--- config.mk ---
export PLATFORM = sky130hd
export DESIGN_NAME = matrix_inverse_3x3_unit
export DESIGN_NICKNAME = d
export VERILOG_FILES = /design/src/rtl/mi3_pkg.sv /design/src/rtl/mi3_serial_mul.sv /design/src/rtl/mi3_serial_div.sv /design/src/rtl/matrix_inverse_3x3_unit.sv
export SDC_FILE = /design/constraint.sdc
export NUM_CORES = 2
export LEC_CHECK = 0
export BUFFER_PORTS_ARGS = -buffer_cell sky130_fd_sc_hd__buf_2
export CORE_MARGIN = 3
export CORE_UTILIZATION = 35
export CTS_CLUSTER_DIAMETER = 80
export CTS_CLUSTER_SIZE = 30
export DETAILED_ROUTE_END_ITERATION = 8
export GPL_TIMING_DRIVEN = 0
export HOLD_SLACK_MARGIN = 0.1
export PLACE_DENSITY_LB_ADDON = 0.25
export SLEW_MARGIN = 20
export SYNTH_ARGS = -nofsm -noshare
export SYNTH_HDL_FRONTEND = slang
export SYNTH_SLANG_ARGS = --single-unit
--- constraint.sdc ---
create_clock -name clk -period 6.5 [get_ports clk]
set_input_delay 1.3 -clock clk [delete_from_list [all_inputs] [get_ports clk]]
set_output_delay 1.3 -clock clk [all_outputs]
set_load 0.01 [all_outputs]
--- src/rtl/mi3_pkg.sv ---
// ----------------------------------------------------------------------------
// mi3_pkg: shared types and constants for the 3x3 matrix inverse unit
// Element formats, control states, the divider and multiplier handshake structs and a cell index helper.
// ----------------------------------------------------------------------------
package mi3_pkg;

  localparam int unsigned CELLS      = 9;
  localparam int unsigned ELEM_W     = 16;
  localparam int unsigned VALUE_W    = 32;
  localparam int unsigned INDEX_W    = 4;
  localparam int unsigned THRESH_W   = 16;
  localparam int unsigned PROD_W     = 32;  // two Q8.8 elements
  localparam int unsigned DET_W      = 50;  // Q24.24 determinant, with margin
  localparam int unsigned COF_W      = 33;  // Q16.16 cofactor
  localparam int unsigned NUM_W      = 58;  // |cofactor| << 24, plus a guard bit
  localparam int unsigned QUO_W      = 58;
  localparam int unsigned DIV_STEPS  = NUM_W;
  localparam int unsigned DCNT_W     = 6;
  localparam int unsigned MAC_STEPS  = 16;  // bit-serial multiplier steps
  localparam int unsigned MCNT_W     = 5;
  localparam logic [THRESH_W-1:0] THRESH_RESET = 16'd17;

  typedef enum logic [3:0] {
    ST_LOAD,
    ST_DET_MUL,
    ST_DET_MUL2,
    ST_DET_CHK,
    ST_SING_OUT,
    ST_COF_MUL,
    ST_DIV_START,
    ST_DIV_WAIT,
    ST_OUT
  } state_t;

  typedef struct packed {
    logic start;
    logic busy;
    logic done;
  } div_ctl_t;

  typedef struct packed {
    logic start;
    logic done;
  } mul_ctl_t;

  // row-major index of cell (r mod 3, c mod 3), valid for r and c below 6
  function automatic logic [3:0] cell_idx(input logic [2:0] r, input logic [2:0] c);
    logic [2:0] rr;
    logic [2:0] cc;
    rr = (r >= 3'd3) ? r - 3'd3 : r;
    cc = (c >= 3'd3) ? c - 3'd3 : c;
    return 4'(rr * 3 + cc);
  endfunction

endpackage

--- src/rtl/mi3_serial_mul.sv ---
// ----------------------------------------------------------------------------
// mi3_serial_mul: shift-and-add multiplier
// Signed multiplicand by 16-bit signed multiplier, one multiplier bit a cycle.
// ----------------------------------------------------------------------------
module mi3_serial_mul (
  input  logic                      clk,
  input  logic                      rst_n,
  input  logic                      start,
  input  logic signed [mi3_pkg::DET_W-1:0]  mcand,
  input  logic signed [mi3_pkg::ELEM_W-1:0] mplier,
  output logic                      done,
  output logic signed [mi3_pkg::DET_W-1:0]  product
);
  import mi3_pkg::*;

  logic                     busy_r, busy_nxt;
  logic [MCNT_W-1:0]        cnt_r, cnt_nxt;
  logic signed [DET_W-1:0]  acc_r, acc_nxt;
  logic signed [DET_W-1:0]  mc_r, mc_nxt;
  logic [ELEM_W-1:0]        mp_r, mp_nxt;
  logic                     done_r, done_nxt;

  always_comb begin
    busy_nxt = busy_r;
    cnt_nxt  = cnt_r;
    acc_nxt  = acc_r;
    mc_nxt   = mc_r;
    mp_nxt   = mp_r;
    done_nxt = 1'b0;
    if (start) begin
      busy_nxt = 1'b1;
      cnt_nxt  = '0;
      acc_nxt  = '0;
      mc_nxt   = mcand;
      mp_nxt   = mplier;
    end else if (busy_r) begin
      // top multiplier bit carries negative weight
      if (mp_r[0]) begin
        if (cnt_r == MCNT_W'(MAC_STEPS - 1)) acc_nxt = acc_r - mc_r;
        else                                 acc_nxt = acc_r + mc_r;
      end
      mc_nxt  = mc_r <<< 1;
      mp_nxt  = mp_r >> 1;
      cnt_nxt = cnt_r + MCNT_W'(1);
      if (cnt_r == MCNT_W'(MAC_STEPS - 1)) begin
        busy_nxt = 1'b0;
        done_nxt = 1'b1;
      end
    end
  end

  always_ff @(posedge clk) begin
    if (!rst_n) begin
      busy_r <= 1'b0;
      done_r <= 1'b0;
      cnt_r  <= '0;
    end else begin
      busy_r <= busy_nxt;
      done_r <= done_nxt;
      cnt_r  <= cnt_nxt;
    end
    acc_r <= acc_nxt;
    mc_r  <= mc_nxt;
    mp_r  <= mp_nxt;
  end

  assign done    = done_r;
  assign product = acc_r;

endmodule

--- src/rtl/mi3_serial_div.sv ---
// ----------------------------------------------------------------------------
// mi3_serial_div: restoring divider with rounding and saturation
// One quotient bit a cycle; rounds to nearest, ties away from zero.
// ----------------------------------------------------------------------------
module mi3_serial_div (
  input  logic                            clk,
  input  logic                            rst_n,
  input  logic                            start,
  input  logic signed [mi3_pkg::COF_W-1:0] num,
  input  logic signed [mi3_pkg::DET_W-1:0] den,
  output mi3_pkg::div_ctl_t               ctl,
  output logic [mi3_pkg::VALUE_W-1:0]     quotient
);
  import mi3_pkg::*;

  logic                busy_r, busy_nxt;
  logic                done_r, done_nxt;
  logic [DCNT_W-1:0]   cnt_r, cnt_nxt;
  logic [NUM_W-1:0]    n_r, n_nxt;      // dividend, shifted out MSB first
  logic [DET_W:0]      rem_r, rem_nxt;
  logic [DET_W-1:0]    d_r, d_nxt;
  logic [QUO_W-1:0]    q_r, q_nxt;
  logic                neg_r, neg_nxt;
  logic [DET_W:0]      trial;
  logic [DET_W:0]      rem_sh;
  logic [COF_W-1:0]    num_mag;
  logic [DET_W-1:0]    den_mag;
  logic [QUO_W-1:0]    q_rnd;
  logic [DET_W+1:0]    rem2;

  assign num_mag = num[COF_W-1] ? COF_W'(-num) : COF_W'(num);
  assign den_mag = den[DET_W-1] ? DET_W'(-den) : DET_W'(den);
  assign rem_sh  = {rem_r[DET_W-1:0], n_r[NUM_W-1]};
  assign trial   = rem_sh - {1'b0, d_r};

  always_comb begin
    busy_nxt = busy_r;
    done_nxt = 1'b0;
    cnt_nxt  = cnt_r;
    n_nxt    = n_r;
    rem_nxt  = rem_r;
    d_nxt    = d_r;
    q_nxt    = q_r;
    neg_nxt  = neg_r;
    if (start) begin
      busy_nxt = 1'b1;
      cnt_nxt  = '0;
      n_nxt    = {1'b0, num_mag, 24'd0};
      rem_nxt  = '0;
      d_nxt    = den_mag;
      q_nxt    = '0;
      neg_nxt  = num[COF_W-1] ^ den[DET_W-1];
    end else if (busy_r) begin
      n_nxt = n_r << 1;
      if (!trial[DET_W]) begin
        rem_nxt = trial;
        q_nxt   = {q_r[QUO_W-2:0], 1'b1};
      end else begin
        rem_nxt = rem_sh;
        q_nxt   = {q_r[QUO_W-2:0], 1'b0};
      end
      cnt_nxt = cnt_r + DCNT_W'(1);
      if (cnt_r == DCNT_W'(DIV_STEPS - 1)) begin
        busy_nxt = 1'b0;
        done_nxt = 1'b1;
      end
    end
  end

  always_ff @(posedge clk) begin
    if (!rst_n) begin
      busy_r <= 1'b0;
      done_r <= 1'b0;
      cnt_r  <= '0;
    end else begin
      busy_r <= busy_nxt;
      done_r <= done_nxt;
      cnt_r  <= cnt_nxt;
    end
    n_r   <= n_nxt;
    rem_r <= rem_nxt;
    d_r   <= d_nxt;
    q_r   <= q_nxt;
    neg_r <= neg_nxt;
  end

  // (n + d/2)/d equals floor(n/d) + (2*rem >= d) for integer d/2 rounding
  always_comb begin
    rem2  = {rem_r, 1'b0};
    q_rnd = q_r;
    if (rem2 + {1'b0, d_r[0]} > {1'b0, d_r}) q_rnd = q_r + QUO_W'(1);
    else if (rem2 >= {1'b0, d_r} && !d_r[0]) q_rnd = q_r + QUO_W'(1);
    if (neg_r) begin
      if (q_rnd > QUO_W'(64'h8000_0000)) quotient = 32'h8000_0000;
      else                               quotient = VALUE_W'(-q_rnd);
    end else begin
      if (q_rnd > QUO_W'(64'h7FFF_FFFF)) quotient = 32'h7FFF_FFFF;
      else                               quotient = VALUE_W'(q_rnd);
    end
  end

  assign ctl.start = start;
  assign ctl.busy  = busy_r;
  assign ctl.done  = done_r;

endmodule

--- src/rtl/matrix_inverse_3x3_unit.sv ---
// ----------------------------------------------------------------------------
// matrix_inverse_3x3_unit: 3x3 matrix inverse by the adjugate
// Q8.8 elements in, saturated Q16.16 inverse elements out.
// ----------------------------------------------------------------------------
// Usage: send nine signed Q8.8 elements in row-major order on in_valid /
// in_stall. Elements are taken one per cycle. After the ninth, the unit
// holds in_stall high while it works: the determinant comes from six triple
// products, each built with two passes of a 16-step bit-serial multiplier,
// then each of nine cofactors takes two such multiplies and a 58-step
// restoring division. A full run's length is thus set by the serial
// multiplier and divider; a singular one ends after the determinant. A
// singular matrix (|det| below cfg_det_threshold, or zero) gives one
// transaction with out_singular and out_last set. Otherwise nine transactions
// come out, out_index 0..8, out_last on index 8. When the receiver raises
// out_stall the result is held and the unit waits. cfg_we writes the
// threshold. Synchronous reset clears control state; threshold resets to 17.
// ----------------------------------------------------------------------------
module matrix_inverse_3x3_unit (
  input  logic                                clk,
  input  logic                                rst_n,
  input  logic                                in_valid,
  output logic                                in_stall,
  input  logic signed [mi3_pkg::ELEM_W-1:0]   in_element,
  output logic                                out_valid,
  input  logic                                out_stall,
  output logic signed [mi3_pkg::VALUE_W-1:0]  out_value,
  output logic [mi3_pkg::INDEX_W-1:0]         out_index,
  output logic                                out_singular,
  output logic                                out_last,
  input  logic                                cfg_we,
  input  logic [mi3_pkg::THRESH_W-1:0]        cfg_det_threshold
);
  import mi3_pkg::*;

  state_t state_r, state_nxt;
  logic signed [ELEM_W-1:0] mat_r [CELLS];
  logic [3:0]               cnt_r, cnt_nxt;
  logic [THRESH_W-1:0]      thr_r;
  logic signed [DET_W-1:0]  det_r, det_nxt;
  logic signed [DET_W-1:0]  tmp_r, tmp_nxt;
  logic signed [COF_W-1:0]  cof_r, cof_nxt;
  logic [2:0]               term_r, term_nxt;   // determinant term 0..5
  logic [1:0]               sub_r, sub_nxt;     // cofactor product
  logic [3:0]               k_r, k_nxt;
  logic signed [VALUE_W-1:0] oval_r;
  logic [INDEX_W-1:0]       oidx_r;
  logic                     osing_r, olast_r, ovalid_r;
  logic                     load_out, in_acc, out_acc;

  logic                     mul_start_r, mul_start_nxt;
  logic                     mul_done;
  logic signed [DET_W-1:0]  mcand;
  logic signed [ELEM_W-1:0] mplier;
  logic signed [DET_W-1:0]  product;
  div_ctl_t                 div_st;
  logic                     div_start;
  logic [VALUE_W-1:0]       quot;
  logic [DET_W-1:0]         det_mag;
  logic [3:0]               ia, ib, ic;
  logic [3:0]               i, j;

  assign in_stall = (state_r != ST_LOAD);
  assign in_acc   = in_valid && !in_stall;
  assign out_acc  = ovalid_r && !out_stall;

  // three cells of determinant term; first three add, last three subtract
  always_comb begin
    unique case (term_r)
      3'd0:    begin ia = cell_idx(3'd0, 3'd0); ib = cell_idx(3'd1, 3'd1); ic = cell_idx(3'd2, 3'd2); end
      3'd1:    begin ia = cell_idx(3'd1, 3'd0); ib = cell_idx(3'd2, 3'd1); ic = cell_idx(3'd0, 3'd2); end
      3'd2:    begin ia = cell_idx(3'd2, 3'd0); ib = cell_idx(3'd0, 3'd1); ic = cell_idx(3'd1, 3'd2); end
      3'd3:    begin ia = cell_idx(3'd0, 3'd2); ib = cell_idx(3'd1, 3'd1); ic = cell_idx(3'd2, 3'd0); end
      3'd4:    begin ia = cell_idx(3'd1, 3'd2); ib = cell_idx(3'd2, 3'd1); ic = cell_idx(3'd0, 3'd0); end
      default: begin ia = cell_idx(3'd2, 3'd2); ib = cell_idx(3'd0, 3'd1); ic = cell_idx(3'd1, 3'd0); end
    endcase
  end

  // k = i*3 + j
  always_comb begin
    i = (k_r >= 4'd6) ? 4'd2 : (k_r >= 4'd3) ? 4'd1 : 4'd0;
    j = k_r - 4'(i * 3);
  end

  // multiplier operands per state; launch is on entry or on sub_r change
  always_comb begin
    mcand  = '0;
    mplier = '0;
    unique case (state_r)
      ST_DET_MUL:  begin mcand = DET_W'(mat_r[ia]); mplier = mat_r[ib]; end
      ST_DET_MUL2: begin mcand = tmp_r;             mplier = mat_r[ic]; end
      ST_COF_MUL: begin
        if (sub_r == 2'd0) begin
          mcand  = DET_W'(mat_r[cell_idx(3'(j + 1), 3'(i + 1))]);
          mplier = mat_r[cell_idx(3'(j + 2), 3'(i + 2))];
        end else begin
          mcand  = DET_W'(mat_r[cell_idx(3'(j + 1), 3'(i + 2))]);
          mplier = mat_r[cell_idx(3'(j + 2), 3'(i + 1))];
        end
      end
      default: ;
    endcase
  end

  mi3_serial_mul u_mul (
    .clk     (clk),
    .rst_n   (rst_n),
    .start   (mul_start_r),
    .mcand   (mcand),
    .mplier  (mplier),
    .done    (mul_done),
    .product (product)
  );

  mi3_serial_div u_div (
    .clk      (clk),
    .rst_n    (rst_n),
    .start    (div_start),
    .num      (cof_r),
    .den      (det_r),
    .ctl      (div_st),
    .quotient (quot)
  );

  assign det_mag = det_r[DET_W-1] ? DET_W'(-det_r) : DET_W'(det_r);

  // next state
  always_comb begin
    state_nxt = state_r;
    unique case (state_r)
      ST_LOAD:      if (in_acc && cnt_r == 4'(CELLS - 1)) state_nxt = ST_DET_MUL;
      ST_DET_MUL:   if (mul_done) state_nxt = ST_DET_MUL2;
      ST_DET_MUL2:  if (mul_done) state_nxt = (term_r == 3'd5) ? ST_DET_CHK : ST_DET_MUL;
      ST_DET_CHK:
        if (!ovalid_r || out_acc) begin
          if (det_r == '0 || det_mag < DET_W'(thr_r)) state_nxt = ST_SING_OUT;
          else                                        state_nxt = ST_COF_MUL;
        end
      ST_SING_OUT:  state_nxt = ST_LOAD;
      ST_COF_MUL:   if (mul_done && sub_r == 2'd1) state_nxt = ST_DIV_START;
      ST_DIV_START: state_nxt = ST_DIV_WAIT;
      ST_DIV_WAIT:  if (div_st.done) state_nxt = ST_OUT;
      ST_OUT:
        if (!ovalid_r || out_acc) state_nxt = (k_r == 4'(CELLS - 1)) ? ST_LOAD : ST_COF_MUL;
      default:      state_nxt = ST_LOAD;
    endcase
  end

  // control outputs
  always_comb begin
    mul_start_nxt = 1'b0;
    div_start     = (state_r == ST_DIV_START);
    load_out      = 1'b0;
    unique case (state_r)
      ST_LOAD:     mul_start_nxt = in_acc && cnt_r == 4'(CELLS - 1);
      ST_DET_MUL:  mul_start_nxt = mul_done;
      ST_DET_MUL2: mul_start_nxt = mul_done && term_r != 3'd5;
      ST_DET_CHK:
        mul_start_nxt = (!ovalid_r || out_acc) && !(det_r == '0 || det_mag < DET_W'(thr_r));
      ST_COF_MUL:  mul_start_nxt = mul_done && sub_r == 2'd0;
      ST_OUT: begin
        load_out      = !ovalid_r || out_acc;
        mul_start_nxt = load_out && k_r != 4'(CELLS - 1);
      end
      default: ;
    endcase
  end

  // datapath next values
  always_comb begin
    cnt_nxt  = cnt_r;
    det_nxt  = det_r;
    tmp_nxt  = tmp_r;
    cof_nxt  = cof_r;
    term_nxt = term_r;
    sub_nxt  = sub_r;
    k_nxt    = k_r;
    if (state_r == ST_LOAD && in_acc) begin
      cnt_nxt  = (cnt_r == 4'(CELLS - 1)) ? 4'd0 : cnt_r + 4'd1;
      det_nxt  = '0;
      term_nxt = '0;
    end
    if (state_r == ST_DET_MUL && mul_done) tmp_nxt = product;
    if (state_r == ST_DET_MUL2 && mul_done) begin
      det_nxt  = (term_r < 3'd3) ? det_r + product : det_r - product;
      term_nxt = term_r + 3'd1;
    end
    if (state_r == ST_DET_CHK) begin
      k_nxt   = '0;
      sub_nxt = '0;
    end
    if (state_r == ST_COF_MUL && mul_done) begin
      if (sub_r == 2'd0) begin
        cof_nxt = COF_W'(product);
        sub_nxt = 2'd1;
      end else begin
        cof_nxt = cof_r - COF_W'(product);
        sub_nxt = 2'd0;
      end
    end
    if (load_out) k_nxt = k_r + 4'd1;
  end

  always_ff @(posedge clk) begin
    if (!rst_n) begin
      state_r     <= ST_LOAD;
      cnt_r       <= '0;
      thr_r       <= THRESH_RESET;
      ovalid_r    <= 1'b0;
      term_r      <= '0;
      sub_r       <= '0;
      k_r         <= '0;
      mul_start_r <= 1'b0;
    end else begin
      state_r     <= state_nxt;
      cnt_r       <= cnt_nxt;
      term_r      <= term_nxt;
      sub_r       <= sub_nxt;
      k_r         <= k_nxt;
      mul_start_r <= mul_start_nxt;
      if (cfg_we) thr_r <= cfg_det_threshold;
      if (state_r == ST_SING_OUT || load_out) ovalid_r <= 1'b1;
      else if (out_acc)                       ovalid_r <= 1'b0;
    end
    det_r <= det_nxt;
    tmp_r <= tmp_nxt;
    cof_r <= cof_nxt;
    if (state_r == ST_LOAD && in_acc) mat_r[cnt_r] <= in_element;
    if (state_r == ST_SING_OUT) begin
      oval_r  <= '0;
      oidx_r  <= '0;
      osing_r <= 1'b1;
      olast_r <= 1'b1;
    end else if (load_out) begin
      oval_r  <= quot;
      oidx_r  <= k_r;
      osing_r <= 1'b0;
      olast_r <= (k_r == 4'(CELLS - 1));
    end
  end

  assign out_valid    = ovalid_r;
  assign out_value    = oval_r;
  assign out_index    = oidx_r;
  assign out_singular = osing_r;
  assign out_last     = olast_r;

  // a held result stays put while stalled
  a_hold: assert property (@(posedge clk) disable iff (!rst_n)
    out_valid && out_stall |=> out_valid && $stable(out_value) && $stable(out_index))
    else $error("result changed while stalled");
  // no input taken while computing
  a_no_in: assert property (@(posedge clk) disable iff (!rst_n)
    state_r != ST_LOAD |-> in_stall)
    else $error("input accepted during compute");
  // singular result is always last
  a_sing_last: assert property (@(posedge clk) disable iff (!rst_n)
    out_valid && out_singular |-> out_last)
    else $error("singular result not last");
  a_idx: assert property (@(posedge clk) disable iff (!rst_n)
    out_valid |-> out_index <= 4'(CELLS - 1))
    else $error("result index out of range");

endmodule
== Word level (Yosys, flattened, before mapping) ==
Memory sizes are Yosys's and may differ from the RTL's.
Cells that the tools add are included.

* Input port bits: 37
* Memories kept: 1
* Memory bits (writable): 144
* Output and inout bits: 40
* ROM bits: 0
* Latch bits: 0
* Bits in registers: 531

{| class="wikitable"
|+ Memory list
! memory !! depth !! bits a word !! read ports !! clocked after Yosys merged registers in !! write ports !! RTL line !! source
|-
| mat_r || 9 || 16 || 7 || 0 || 1 || matrix_inverse_3x3_unit.sv:36 || <nowiki>logic signed [ELEM_W-1:0] mat_r [CELLS];</nowiki>
|}

* Multiply operators: 3
* Equal/unequal tests: 27
* Mux-type cells: 66
* Bitwise gates (word level): 4
* Shift operators: 0
* $add $sub $neg: 29
* Divide/modulo/power cells: 0
* Reduce and logical (&&, ||, !) cells: 40
* Order comparisons: 12

{| class="wikitable"
|+ Operator list
! operator !! count
|-
| $mux W50 || 8
|-
| $pmux W50 S3 || 1
|-
| $mux W58 || 2
|-
| $mux W57 || 2
|-
| $add A50 B50 Y50 || 2
|-
| $sub A50 B50 Y50 || 2
|-
| $mux W32 || 3
|-
| $mux W33 || 2
|-
| $add A58 B1 Y58 const B || 1
|-
| $gt A58 B31 Y1 const B || 1
|-
| $gt A58 B32 Y1 const B || 1
|-
| $add A52 B1 Y52 || 1
|-
| $ge A52 B50 Y1 || 1
|-
| $gt A52 B50 Y1 || 1
|-
| $mux W51 || 1
|-
| $sub A51 B50 Y51 || 1
|-
| $logic_not A50 Y1 || 1
|-
| $lt A50 B16 Y1 || 1
|-
| $neg A50 Y50 || 1
|-
| $mux W16 || 3
|-
| $pmux W16 S3 || 1
|-
| $mux W4 || 10
|-
| $pmux W4 S5 || 2
|-
| $neg A33 Y33 || 1
|-
| other kinds (52) || 131
|}

== Longest topological paths before layout ==
An unclocked memory read counts as a cell.

* Depth after elaboration: 14
* Gate-level depth with buffers: 29
* Depth with buffers taken out: 28

== Modules after synthesis ==
Synthesis repeated with hierarchy kept, for this count alone.

* Cell total of the unflattened synthesis: 5710
* Area, all modules: 51424.3 um^2

{| class="wikitable"
|+ By module, submodules not included
! module !! area each (um^2) !! cells an instance !! instances !! seq. area each (um^2)
|-
| matrix_inverse_3x3_unit || 27914.3 || 2971 || 1 || 9759.4
|-
| mi3_serial_div || 15034.4 || 1793 || 1 || 4884.7
|-
| mi3_serial_mul || 8475.6 || 946 || 1 || 3123.0
|}

== Least setup slack after synthesis ==
No wires, ideal clock.

* Path kind: reg-to-reg
* From: register k_r[1]
* To: register u_mul.mc_r[19] (data pin)
* Library setup time: 274 ps
* Slack: 116 ps
* Arrival: 6110 ps
* Clock period less this slack: 6384 ps
* Cell stages (with the launch flop): 27
* Path buffers: 1
* Cells stage by stage: dfxtp_1 ha_1 nor3_1 nor2_1 ha_1 inv_1 ha_1 nor2_1 fa_1 inv_1 ha_1 xnor3_1 inv_1 ha_1 o21ai_0 o31ai_1 ha_1 fa_1 xor2_1 mux2_2 mux2i_1 nor2_1 o21ai_0 o21ai_1 clkbuf_1 a21oi_1 o22ai_1

* Cells in the longest elaborated chain, start to end: 14
* Elaborated cells on any way between the ends: 25

{| class="wikitable"
|+ Ends and longest elaborated chain
! item !! RTL line !! source
|-
| from (decl) || matrix_inverse_3x3_unit.sv:44 || <nowiki>logic [3:0] k_r, k_nxt;</nowiki>
|-
| from (signal assigned) || matrix_inverse_3x3_unit.sv:218 || <nowiki>k_r <= k_nxt;</nowiki>
|-
| $ge A4 B2 Y1 || matrix_inverse_3x3_unit.sv:80 || <nowiki>i = (k_r >= 4'd6) ? 4'd2 : (k_r >= 4'd3) ? 4'd1 : 4'd0;</nowiki>
|-
| $mux W1 || matrix_inverse_3x3_unit.sv:80 ||
|-
| $mux W2 || matrix_inverse_3x3_unit.sv:80 ||
|-
| $mul A2 B2 Y3 || matrix_inverse_3x3_unit.sv:81 || <nowiki>j = k_r - 4'(i * 3);</nowiki>
|-
| $sub A3 B3 Y3 || matrix_inverse_3x3_unit.sv:81 ||
|-
| $add A3 B1 Y3 || matrix_inverse_3x3_unit.sv:93, matrix_inverse_3x3_unit.sv:96 ||
|-
| $sub A3 B2 Y3 / $ge A3 B2 Y1 (equally long branches) || mi3_pkg.sv:50 || <nowiki>rr = (r >= 3'd3) ? r - 3'd3 : r;</nowiki>
|-
| $mux W3 || mi3_pkg.sv:50 ||
|-
| $mul A3 B2 Y4 || mi3_pkg.sv:52 || <nowiki>return 4'(rr * 3 + cc);</nowiki>
|-
| $add A4 B3 Y4 || mi3_pkg.sv:52 ||
|-
| $mem_v2 Z9 W16 (*) || - ||
|-
| $mux W50 (*) || matrix_inverse_3x3_unit.sv:92 || <nowiki>if (sub_r == 2'd0) begin</nowiki>
|-
| $pmux W50 S3 (*) || matrix_inverse_3x3_unit.sv:88 || <nowiki>unique case (state_r)</nowiki>
|-
| $mux W50 (*) || mi3_serial_mul.sv:30 || <nowiki>if (start) begin</nowiki>
|-
| named net u_mul.mc_nxt[19] || mi3_serial_mul.sv:19 || <nowiki>logic signed [DET_W-1:0] mc_r, mc_nxt;</nowiki>
|-
| to (signal assigned) || mi3_serial_mul.sv:63 || <nowiki>mc_r <= mc_nxt;</nowiki>
|-
| to (decl) || mi3_serial_mul.sv:19 ||
|}

Mark *: on every way through the listed nets, which the timed path passes. The rest lies on a longest branch.
A chain may end at the register's enable or synchronous reset.

== Worst setup path after layout ==
* From: register k_r[0]
* To: register u_mul.mc_r[13] (data pin)

Same word-level chain as after synthesis.

==> results_dict.tcl <==
set metrics [dict create \
    nNetsFinal 5721 \
    synth_edf_count 427 \
    totalWireLength_um 168000 \
    final_layout_size_suffix_gt1_frac 0.0998 \
    n_fill_cell 13843 \
    area_growth_pct 10.8 \
    r2r-end "u_mul.mc_r[13]" \
    cts-htree-levels 2 \
    r2r_slack_ns 0.23 \
    io_pins 77 \
    maxSlewViolCount 0 \
    wl_per_cell_um 22.9 \
    p_leak_nw 20.6 \
    synth_top_area_cell "edfxtp_1" \
    crit_type "flop to flop" \
    initial_core_util 0.355 \
    die_w_um 381 \
    clock-sinks 674 \
    ys.flop_type "edfxtp_1" \
    grt_pass1_vias 40353 \
    hold_buffers 0 \
    path_depth 27 \
    syn-cell-area_um2 49200 \
    setup_viol 0 \
    stdcell_area_um2 54500 \
    drt-pass1-iter-count 6 \
    place.gp.congestion 0.969 \
    hold_class "flop to flop" \
    register_area_um2 17800 \
    status "finished clean" \
    worst_slew_pin_slew_ns 1.24 \
    slowest_stage "fa_1" \
    final.period_utilization 0.965 \
    numCtsBuffers 49 \
    critPathLaunchType "flop" \
    cpLargestDelayFamily "adder cells" \
    portBuffers 74 \
    grt_overflow_total 0 \
    cts_root_buffer "clkbuf_16" \
    post-route-min-period_ns 6.27 \
    power_mw 12.0 \
    core.rowCount 136 \
    antenna_left 0 \
    drc 0 \
    num_vias 42502 \
    drt_iter0_drc 4488 \
    yosysUniqueCellTypes 93 \
    synth_seq_cells 674 \
    syn_area_per_cell_um2 9.31 \
    power_density_nw_per_um2 220 \
    peakVddDrop_uv 226 \
    grt_max_degree 49 \
    synth_cells 5282 \
    dpl_cell_area_um2 52100 \
    cts_tree "built" \
    grt.total_usage 0.224 \
    grt_pass1_wl_um 254000 \
    hold_ws_ns 0.456 \
    finalHoldViolations 0 \
    whs_endpoint "out_singular" \
    antenna_found_initial 3 \
    multi_input_area_um2 29600 \
    clk_path_buf_depth 3 \
    viasPerCell 5.79 \
    setup-tns-final_ns 0 \
    ys_warn_count 0 \
    fin_skew_ns 0.0740 \
    die_h_um 381 \
    required_ns 6.85 \
    clk_pin_slew_ns 0.10 \
    cp_slowest_stage_delay_ns 0.68 \
    async_flop_share 0 \
    crit_top_cell "ha_1" \
    synth_top_area_frac 0.261 \
    coreArea_um2 139000 \
    clkLatencyLatePin_ns 0.70 \
    crit_fanout 10 \
    whs_path_depth 2 \
    post-place-ws_ns -1.36 \
    dieArea_um2 145000 \
    worstPathArrival_ns 6.62 \
    fmax_ghz 0.159 \
    worstReg2RegStart "k_r[0]" \
    post-dp-hpwl_um 126000 \
    ys_seq_area_frac 0.361 \
    maxCapViolations 0 \
    crit_buf_inv 5 \
    worst_setup_path_end_kind "flop" \
    reg2regPathDepth 27 \
    fin_ws_ns 0.227 \
    yosys-top-cells-area "edfxtp_1 (26%), dfxtp_1 (10%), mux4_2 (8.1%)" \
    slew_headroom 0.173 \
    min-delay-start "out_singular" \
]
==> cells in the final DEF (no fill, tap or decap), types with 50 or more instances in the layout <==
| cell type | instances |
|---|---|
| o22ai_1 | 54 |
| buf_2 | 88 |
| clkbuf_16 | 50 |
| xnor2_1 | 258 |
| and3_1 | 52 |
| a31oi_1 | 61 |
| mux2i_1 | 223 |
| nand3_1 | 160 |
| nor3_1 | 88 |
| mux4_2 | 177 |
| o21a_1 | 51 |
| clkbuf_1 | 224 |
| nand2b_1 | 56 |
| nand4_1 | 57 |
| a21o_1 | 123 |
| xor2_1 | 121 |
| ha_1 | 243 |
| nor2_1 | 423 |
| a21oi_1 | 465 |
| edfxtp_1 | 427 |
| inv_1 | 226 |
| nand2_1 | 493 |
| o21ai_0 | 289 |
| dfxtp_1 | 245 |
==> cells by family (layout without fill, tap and decap cells) <==
group / count (synthesis) / count (layout) / synth area share
DFF: 674 / 674 / 0.361
muxes: 409 / 409 / 0.128
and+or+nand+nor: 1606 / 1606 / 0.155
other: 1 / 6 / 0.0000762
AOI/OAI and AO/OA: 1408 / 1408 / 0.178
adders and majority gates: 253 / 253 / 0.0657
xor gates and xnor gates: 386 / 386 / 0.0690
buffers and inverters: 545 / 733 / 0.0423
==> flip-flops by register name, summed over array words and instances (netlist names), 5 cells and up <==
| name | cells |
|---|---|
| cof_r | 33 |
| det_r | 50 |
| mat_r | 144 |
| out_value | 32 |
| thr_r | 16 |
| tmp_r | 50 |
| u_div.cnt_r | 6 |
| u_div.d_r | 50 |
| u_div.n_r | 34 |
| u_div.q_r | 58 |
| u_div.rem_r | 51 |
| u_mul.cnt_r | 5 |
| u_mul.mc_r | 50 |
| u_mul.mp_r | 16 |
| u_mul.product | 50 |
==> where the power goes <==
part	leakage, nW	switching (mW)	total, mW	internal, mW
Combinational	13.7	1.96	3.34	1.38
Clock	0.887	1.93	3.54	1.62
Sequential	5.95	0.323	5.12	4.80
==> timing repair <==
action | 4_1_cts | 5_1_grt
hold endpoints to repair | 0 | 0
setup buffers | 9 | 6
setup endpoints to repair | 83 | 109
pin swaps | 6 | 5
cloned | 0 | 0
resized for setup | 82 | 68
==> per-layer routing <==
metal,track usage,wire [µm],share of wire
met1,0.312,74100,0.44
met2,0.346,73700,0.44
met3,0.0444,14000,0.083
met4,0.0805,6550,0.039
met5,0,20,0.00012
==> cells in the mapped netlist (56+ instances only) <==
master,n
nand2b_1,56
o21ai_0,291
nor2_1,424
a31oi_1,61
dfxtp_1,247
a21oi_1,470
xor2_1,126
edfxtp_1,427
xnor2_1,259
mux2i_1,226
a21o_1,123
nand3_1,160
nand2_1,493
nand4_1,57
clkbuf_1,258
mux4_2,177
nor3_1,93
inv_1,230
ha_1,243
==> worst register-to-register path: stages (launching register included) <==
cell and delay, ns:
dfxtp_4 0.38, inv_2 0.07, ha_1 0.20, o21ai_0 0.14
nand2b_1 0.10, nor2_1 0.12, ha_1 0.25, inv_1 0.06
ha_1 0.13, nor2_1 0.05, fa_2 0.58, inv_1 0.11
ha_1 0.19, xnor3_2 0.27, inv_1 0.06, ha_1 0.23
o21ai_2 0.18, o31ai_2 0.12, ha_1 0.22, fa_1 0.68
clkbuf_4 0.38, mux4_2 0.36, mux2i_1 0.27, nor2_1 0.07
a21oi_1 0.17, nor2_1 0.07, a21oi_1 0.27, o221ai_1 0.22
==> worst max path at each step <==
stage	from	end	slack, ns
5_1_grt	k_r[0]	u_mul.mc_r[7]	-0.01
6_report	k_r[0]	u_mul.mc_r[13]	0.23
2_1_floorplan	k_r[1]	u_mul.mc_r[19]	0.12
3_5_place_dp	k_r[1]	u_mul.mp_r[0]	-1.36
4_1_cts	k_r[0]	u_mul.mc_r[26]	0.005
3_3_place_gp	k_r[1]	u_mul.mc_r[13]	-1.91
==> through the flow <==
| step | util | instances |
|---|---|---|
| finish | 0.393 | 7338 |
| global route | 0.393 | 7336 |
| CTS | 0.392 | 7330 |
| detailed placement | 0.376 | 7230 |
| global placement | 0.375 | 7222 |
| floorplan | - | 5285 |
==> cell type report <==
cell class / count / area share
multi-input cells: 4066 / 0.544
clock inverters: 39 / 0.0104
plain buffers: 311 / 0.0252
clock buffers: 53 / 0.0232
inverters: 233 / 0.0160
well taps: 1863 / 0.0428
repair buffers: 97 / 0.0121
flip-flops and latches: 674 / 0.326
diodes: 2 / 0.0000918
(Power assumes the default switching activity.)
